<file path="src/rtl/toti_pkg.sv">
// ----------------------------------------------------------------------------
// Two-opt tour improver package
// Shared constants, payload types and the controller/datapath command set.
// ----------------------------------------------------------------------------
package toti_pkg;

    localparam int MAX_CITIES_DEF = 128;
    localparam int DIST_BITS_DEF  = 16;
    localparam int LEN_W          = 23;
    localparam logic [LEN_W-1:0] LEN_MAX = {LEN_W{1'b1}};

    // item opcodes
    localparam logic [2:0] OP_LOAD_DIST = 3'd0;
    localparam logic [2:0] OP_LOAD_POS  = 3'd1;
    localparam logic [2:0] OP_RECOMPUTE = 3'd2;
    localparam logic [2:0] OP_TRIAL     = 3'd3;
    localparam logic [2:0] OP_READ_POS  = 3'd4;

    // configuration register indexes
    localparam int CFG_IDX_W = 2;
    localparam logic [CFG_IDX_W-1:0] CFG_CITIES  = 2'd0;
    localparam logic [CFG_IDX_W-1:0] CFG_FIRST   = 2'd1;
    localparam logic [CFG_IDX_W-1:0] CFG_MARGIN  = 2'd2;
    localparam int CFG_DATA_W = 16;

    localparam logic [7:0]  CITIES_RST = 8'd127;
    localparam logic [6:0]  FIRST_RST  = 7'd1;
    localparam logic [15:0] MARGIN_RST = 16'd100;

    typedef struct packed {
        logic [2:0]  opcode;
        logic [6:0]  city_from;
        logic [6:0]  city_to;
        logic [15:0] distance_value;
        logic [7:0]  position;
        logic [6:0]  city_id;
        logic [6:0]  first_start;
        logic [6:0]  first_end;
        logic [6:0]  second_start;
        logic [6:0]  second_end;
    } item_t;

    typedef struct packed {
        logic [LEN_W-1:0] tour_length;
        logic             accepted;
        logic [6:0]       city_out;
        logic             status;
    } result_t;

    typedef enum logic [2:0] {TA_POS, TA_I, TA_IM1, TA_IP1, TA_J, TA_JP1} tour_ra_t;
    typedef enum logic [1:0] {TW_NONE, TW_POS, TW_I, TW_J} tour_wr_t;
    typedef enum logic [2:0] {CP_NONE, CP_A, CP_B, CP_C, CP_D, CP_T, CP_SHIFT} cap_t;
    typedef enum logic [2:0] {DO_NONE, DO_WRITE, DO_AC, DO_BD, DO_AB, DO_CD} dist_op_t;
    typedef enum logic [2:0] {AO_NONE, AO_CLEAR, AO_LOAD_LEN, AO_ADD, AO_SUB} acc_op_t;
    typedef enum logic [2:0] {PO_NONE, PO_ZERO, PO_MOVE1, PO_MOVE2, PO_STEP, PO_INC} ptr_op_t;
    typedef enum logic [2:0] {RO_NONE, RO_PLAIN, RO_STATUS, RO_READ, RO_SUM, RO_KEEP} res_op_t;

    typedef struct packed {
        logic     load_item;
        tour_ra_t tour_ra;
        tour_wr_t tour_wr;
        cap_t     cap;
        dist_op_t dist_op;
        acc_op_t  acc_op;
        ptr_op_t  ptr_op;
        res_op_t  res_op;
    } dp_cmd_t;

    typedef struct packed {
        logic [2:0] op;
        logic       moves_ok;
        logic       swap_more;
        logic       edge_more;
        logic       keep;
    } dp_stat_t;

endpackage

</file>
<file path="src/rtl/toti_controller.sv">
// ----------------------------------------------------------------------------
// Two-opt controller
// Sequences loads, position reads, length recompute, trial moves, reversal and undo.
// ----------------------------------------------------------------------------
module toti_controller
    import toti_pkg::*;
(
    input  logic     clk,
    input  logic     rst_n,
    input  logic     items_valid,
    output logic     items_ready,
    output logic     results_valid,
    input  logic     results_ready,
    input  dp_stat_t stat,
    output dp_cmd_t  cmd
);
    typedef enum logic [4:0] {
        S_IDLE, S_DISPATCH, S_RD_WAIT,
        S_SUM_R0, S_SUM_R1, S_E1, S_E2, S_E3, S_E4, S_SUM_DONE,
        S_M1, S_M2, S_M3, S_M4, S_M5, S_M6, S_M7, S_M8, S_M9, S_M10,
        S_SW0, S_SW1, S_SW2, S_SW3, S_NEXT, S_DECIDE, S_OUT
    } state_t;

    typedef enum logic [1:0] {PH_MOVE1, PH_MOVE2, PH_UNDO2, PH_UNDO1} phase_t;

    state_t state_reg, state_next;
    phase_t phase_reg, phase_next;

    always_comb
    begin
        state_next = state_reg;
        phase_next = phase_reg;
        cmd = '{load_item: 1'b0, tour_ra: TA_I, tour_wr: TW_NONE, cap: CP_NONE,
                dist_op: DO_NONE, acc_op: AO_NONE, ptr_op: PO_NONE, res_op: RO_NONE};
        case (state_reg)
            S_IDLE:
            begin
                cmd.load_item = items_valid;
                if (items_valid)
                    state_next = S_DISPATCH;
            end
            S_DISPATCH:
            begin
                case (stat.op)
                    OP_LOAD_DIST:
                    begin
                        cmd.dist_op = DO_WRITE; cmd.res_op = RO_PLAIN; state_next = S_OUT;
                    end
                    OP_LOAD_POS:
                    begin
                        cmd.tour_wr = TW_POS; cmd.res_op = RO_PLAIN; state_next = S_OUT;
                    end
                    OP_RECOMPUTE:
                    begin
                        cmd.ptr_op = PO_ZERO; cmd.acc_op = AO_CLEAR; state_next = S_SUM_R0;
                    end
                    OP_TRIAL:
                    begin
                        if (!stat.moves_ok)
                        begin
                            cmd.res_op = RO_STATUS; state_next = S_OUT;
                        end
                        else
                        begin
                            cmd.acc_op = AO_LOAD_LEN; cmd.ptr_op = PO_MOVE1;
                            phase_next = PH_MOVE1; state_next = S_M1;
                        end
                    end
                    OP_READ_POS:
                    begin
                        cmd.tour_ra = TA_POS; state_next = S_RD_WAIT;
                    end
                    default:
                    begin
                        cmd.res_op = RO_PLAIN; state_next = S_OUT;
                    end
                endcase
            end
            S_RD_WAIT:  begin cmd.res_op = RO_READ; state_next = S_OUT; end
            // length recompute: one edge per pass through S_E1..S_E4
            S_SUM_R0:   begin cmd.tour_ra = TA_I; state_next = S_SUM_R1; end
            S_SUM_R1:   begin cmd.cap = CP_B; state_next = S_E1; end
            S_E1:       begin cmd.tour_ra = TA_IP1; cmd.cap = CP_SHIFT; state_next = S_E2; end
            S_E2:       begin cmd.cap = CP_B; state_next = S_E3; end
            S_E3:       begin cmd.dist_op = DO_AB; cmd.ptr_op = PO_INC; state_next = S_E4; end
            S_E4:
            begin
                cmd.acc_op = AO_ADD;
                state_next = stat.edge_more ? S_E1 : S_SUM_DONE;
            end
            S_SUM_DONE: begin cmd.res_op = RO_SUM; state_next = S_OUT; end
            // move: fetch the four end cities, then the edge change
            S_M1:  begin cmd.tour_ra = TA_IM1; state_next = S_M2; end
            S_M2:  begin cmd.tour_ra = TA_I; cmd.cap = CP_A; state_next = S_M3; end
            S_M3:  begin cmd.tour_ra = TA_J; cmd.cap = CP_B; state_next = S_M4; end
            S_M4:  begin cmd.tour_ra = TA_JP1; cmd.cap = CP_C; state_next = S_M5; end
            S_M5:  begin cmd.cap = CP_D; state_next = S_M6; end
            S_M6:  begin cmd.dist_op = DO_AC; state_next = S_M7; end
            S_M7:  begin cmd.dist_op = DO_BD; cmd.acc_op = AO_ADD; state_next = S_M8; end
            S_M8:  begin cmd.dist_op = DO_AB; cmd.acc_op = AO_ADD; state_next = S_M9; end
            S_M9:  begin cmd.dist_op = DO_CD; cmd.acc_op = AO_SUB; state_next = S_M10; end
            S_M10: begin cmd.acc_op = AO_SUB; state_next = S_SW0; end
            // segment reversal: one swapped pair per pass through S_SW1..S_SW3
            S_SW0: begin cmd.tour_ra = TA_I; state_next = S_SW1; end
            S_SW1: begin cmd.tour_ra = TA_J; cmd.cap = CP_T; state_next = S_SW2; end
            S_SW2: begin cmd.tour_wr = TW_I; state_next = S_SW3; end
            S_SW3:
            begin
                cmd.tour_wr = TW_J; cmd.ptr_op = PO_STEP; cmd.tour_ra = TA_IP1;
                state_next = stat.swap_more ? S_SW1 : S_NEXT;
            end
            S_NEXT:
            begin
                case (phase_reg)
                    PH_MOVE1:
                    begin
                        cmd.ptr_op = PO_MOVE2; phase_next = PH_MOVE2; state_next = S_M1;
                    end
                    PH_MOVE2: state_next = S_DECIDE;
                    PH_UNDO2:
                    begin
                        cmd.ptr_op = PO_MOVE1; phase_next = PH_UNDO1; state_next = S_SW0;
                    end
                    default:
                    begin
                        cmd.res_op = RO_PLAIN; state_next = S_OUT;
                    end
                endcase
            end
            S_DECIDE:
            begin
                if (stat.keep)
                begin
                    cmd.res_op = RO_KEEP; state_next = S_OUT;
                end
                else
                begin
                    cmd.ptr_op = PO_MOVE2; phase_next = PH_UNDO2; state_next = S_SW0;
                end
            end
            S_OUT:
            begin
                if (results_ready)
                    state_next = S_IDLE;
            end
            default: state_next = S_IDLE;
        endcase
    end

    always_ff @(posedge clk or negedge rst_n)
    begin
        if (!rst_n)
        begin
            state_reg <= S_IDLE;
            phase_reg <= PH_MOVE1;
        end
        else
        begin
            state_reg <= state_next;
            phase_reg <= phase_next;
        end
    end

    assign items_ready   = (state_reg == S_IDLE);
    assign results_valid = (state_reg == S_OUT);

    a_no_overlap: assert property (@(posedge clk) disable iff (!rst_n)
        !(items_ready && results_valid))
        else $error("input taken while a result is pending");

    a_idle_no_write: assert property (@(posedge clk) disable iff (!rst_n)
        (state_reg == S_IDLE) |-> (cmd.tour_wr == TW_NONE && cmd.dist_op == DO_NONE))
        else $error("memory write while idle");

    a_result_follows: assert property (@(posedge clk) disable iff (!rst_n)
        (cmd.res_op != RO_NONE) |=> results_valid)
        else $error("result not presented after update");

    a_load_leaves_idle: assert property (@(posedge clk) disable iff (!rst_n)
        cmd.load_item |=> (state_reg == S_DISPATCH))
        else $error("accepted item not dispatched");
endmodule

</file>
<file path="config.mk">
export PLATFORM = sky130hd
export DESIGN_NAME = toti_controller
export DESIGN_NICKNAME = d
export VERILOG_FILES = /design/src/rtl/toti_pkg.sv /design/src/rtl/toti_controller.sv
export SDC_FILE = /design/constraint.sdc
export NUM_CORES = 1
export LEC_CHECK = 0
export ABC_AREA = 1
export ABC_CLOCK_PERIOD_IN_PS = 1800
export BUFFER_PORTS_ARGS = -buffer_cell sky130_fd_sc_hd__buf_4
export CAP_MARGIN = 0
export CELL_PAD_IN_SITES_DETAIL_PLACEMENT = 1
export CELL_PAD_IN_SITES_GLOBAL_PLACEMENT = 1
export CORE_MARGIN = 5
export CORE_UTILIZATION = 34
export CTS_CLUSTER_SIZE = 30
export DETAILED_ROUTE_END_ITERATION = 8
export PLACE_DENSITY_LB_ADDON = 0.3
export SLEW_MARGIN = 20
export SYNTH_ARGS = -nofsm -noshare
export SYNTH_HDL_FRONTEND = slang
export SYNTH_SLANG_ARGS = --single-unit
</file>
<file path="constraint.sdc">
create_clock -name clk -period 1.8 [get_ports clk]
set_clock_uncertainty 0.15 [all_clocks]
set_input_delay 0.09 -clock clk [delete_from_list [all_inputs] [get_ports clk]]
set_output_delay 0.09 -clock clk [all_outputs]
set_load 0.05 [all_outputs]
</file>
==> flow_summary.json <==
{
  "outcome": "finished, violations left",
  "violations": "setup timing",
  "min_period_ns": 2.00,
  "finalHoldViolations": 0,
  "syn_area_per_cell_sq_um": 6.10,
  "dp_hpwl_mm": 3.74,
  "synth_nets": 196,
  "postRouteAntennaNets": 0,
  "place.gp.congestion": 0.938,
  "yosysWarningCount": 0,
  "viasPerCell": 6.09,
  "criticalPathCategory": "register to primary output",
  "cts_max_path_buffers": 2,
  "numClockSinks": 7,
  "cts_tree": "done",
  "finalSetupTns_ns": -2.73,
  "cp.arrival_ns": 1.76,
  "cts_buffers": 3,
  "synth_edf_count": 0,
  "syn_to_final_growth_pct": 88.9,
  "syn_area_sq_um": 1090,
  "tightest_slew_ns": 0.316,
  "grt_pass1_vias": 1827,
  "ir_worst_vdd_mv": 0.964,
  "syn_inst": 179,
  "dr.pass1.iters": 4,
  "htreeDepth": 1,
  "clk_latency_ns": 0.28,
  "fillers": 386,
  "route.detailed.drc": 0,
  "start_util_pct": 35.5,
  "cp-end-kind": "primary output",
  "fmax_mhz": 499,
  "core_sq_um": 3080,
  "hp-class": "input port to asynchronous set/reset pin",
  "avgRoutedWirePerCell_microns": 24.8,
  "portBuffers": 33,
  "synth_cell_types": 26,
  "timing.rr.start": "state_reg[2]$_DFFE_PN0P_",
  "fin_cells": 294,
  "fp.dieW_microns": 66.7,
  "num_rows": 20,
  "die_h_microns": 66.7,
  "synth_ff_type": "dfrtp_1",
  "die-area_sq_um": 4450,
  "largest_reg_flops": 5,
  "num_vias": 1791,
  "critPathLaunchType": "register",
  "yosysTopAreaCell": "dfrtp_1",
  "drt_iter0_drc": 155,
  "clk_pin_slew_ns": 0.06,
  "slew_viol_final": 0,
  "synthTopCellsByArea": "dfrtp_1 16%, nand2_1 14%, nand3_1 10%",
  "cts-root-buf": "clkbuf_4",
  "pin_count": 34,
  "rsz0062_at_grt": "yes",
  "layout_setup_ws_ns": -0.203,
  "r2r_cells": 10,
  "ys_async_sr_fraction_pct": 100,
  "grt_overflow": 0,
  "grt_pass1_wl_mm": 9.40,
  "layout_commonest_cell": "buf_4",
  "dp.cells": 265,
  "layout_common_cells": "43 x buf_4, 27 x nand2_1, 17 x inv_1, 15 x nand2_2, 15 x nor2_1",
  "r2r_end": "state_reg[0]$_DFFE_PN0P_",
  "finalSetupViolCount": 23,
  "grt_util_all_layers_pct": 28.5,
  "diodes": 0,
  "r2r_setup_slack_ns": -0.17,
  "routed_wl_mm": 7.30,
  "powerDensity_nw_per_um2": 2090,
  "synth_seq_cells": 7,
  "antenna_found_initial": 0,
  "drive_above_1_share_pct": 58.0,
  "synth_top_area_share_pct": 16.0,
  "fin_crit_sh_pct": 111,
  "drv_cap": 0,
  "cp_max_fo": 4,
  "slew_headroom_pct": 78.7,
  "cp.required_ns": 1.56,
  "grt_start_max_net_pins": 13,
  "yosysSeqAreaShare_pct": 16.0,
  "p_leak_nw": 1.06,
  "finalNetCount": 268
}
[critical path: stages (launching register included)]
cell and delay [ns]:
dfrtp_2 0.47, inv_2 0.12, nand2_1 0.12, nor2_2 0.20, nand2_2 0.13, nand2_1 0.08
inv_1 0.06, nand4_1 0.13, buf_6 0.17
[routing by layer]
metal,wire length (microns),track usage [%],up-vias
met5,0,0,-
met2,3550,49.9,132
met4,511,19.3,0
met3,676,7.25,49
li1,-,-,737
met1,2560,29.5,873
[through the flow]
stage                     hold WS, ns  setup slack [ns]  instance area [sq um]  util (%)  total power, mW
after floorplan                -0.356            -0.246                   1140         -             2.12
after global placement         -0.245            0.0711                   1530      49.6             2.86
after detailed placement       -0.241          -0.00348                   1530      49.6             2.93
after CTS                      0.0121           -0.0572                   1840      59.9             3.59
after global routing           0.0459            -0.262                   2060      67.0             4.45
final                          0.0180            -0.203                   2060      67.0             4.30
[worst max path at each step]
stage	to	slack, ns	cells past startpoint	startpoint
after floorplan	cmd[15]	-0.25	3	state_reg[3]$_DFFE_PN0P_
after global routing	cmd[15]	-0.26	4	state_reg[1]$_DFFE_PN0P_
after detailed placement	cmd[4]	-0.003	6	state_reg[3]$_DFFE_PN0P_
after CTS	cmd[17]	-0.06	7	state_reg[0]$_DFFE_PN0P_
after global placement	cmd[4]	0.07	6	state_reg[3]$_DFFE_PN0P_
final	cmd[17]	-0.20	8	state_reg[1]$_DFFE_PN0P_
[report_power, final]
part           total (mW)  internal (mW)  switching (mW)
clock               0.161         0.0857          0.0750
sequential          0.390          0.252           0.139
combinational        3.75           1.33            2.42
total                4.30           1.67            2.63
[synthesized netlist by cell type (4+ instances only)]
cell	instances
dfrtp_1	7
ha_1	6
inv_1	20
inv_2	6
nand2_1	42
nand3_1	22
nand3_2	5
nand4_1	12
nor2_1	25
nor2_2	6
nor2_4	4
o21ai_0	4
[cell families after synthesis]
kind of cell | synth area share (%)
fa+ha+maj | 6.87
simple gates | 57.5
buf+inv | 10.5
flops | 16.0
compound gates | 9.05
[timing repair]
action | CTS | global route
setup endpoints to repair | 18 | 24
pin swaps | 11 | 14
setup buffers | 17 | 5
hold buffers | 2 | 0
endpoints found under the hold margin | 8 | 0
resized for setup | 35 | 50
gates cloned | 1 | 0
[layout make-up]
cell class / count / area, sq um / share of cell area (%)
Clock buffer: 4 / 26.3 / 1.27
Inverter: 26 / 100 / 4.85
Multi-Input combinational cell: 144 / 1040 / 50.5
Sequential cell: 7 / 180 / 8.73
Tap cell: 44 / 55.1 / 2.67
Timing Repair Buffer: 69 / 661 / 32.0
Note: power is estimated with default switching activity, not from simulation.
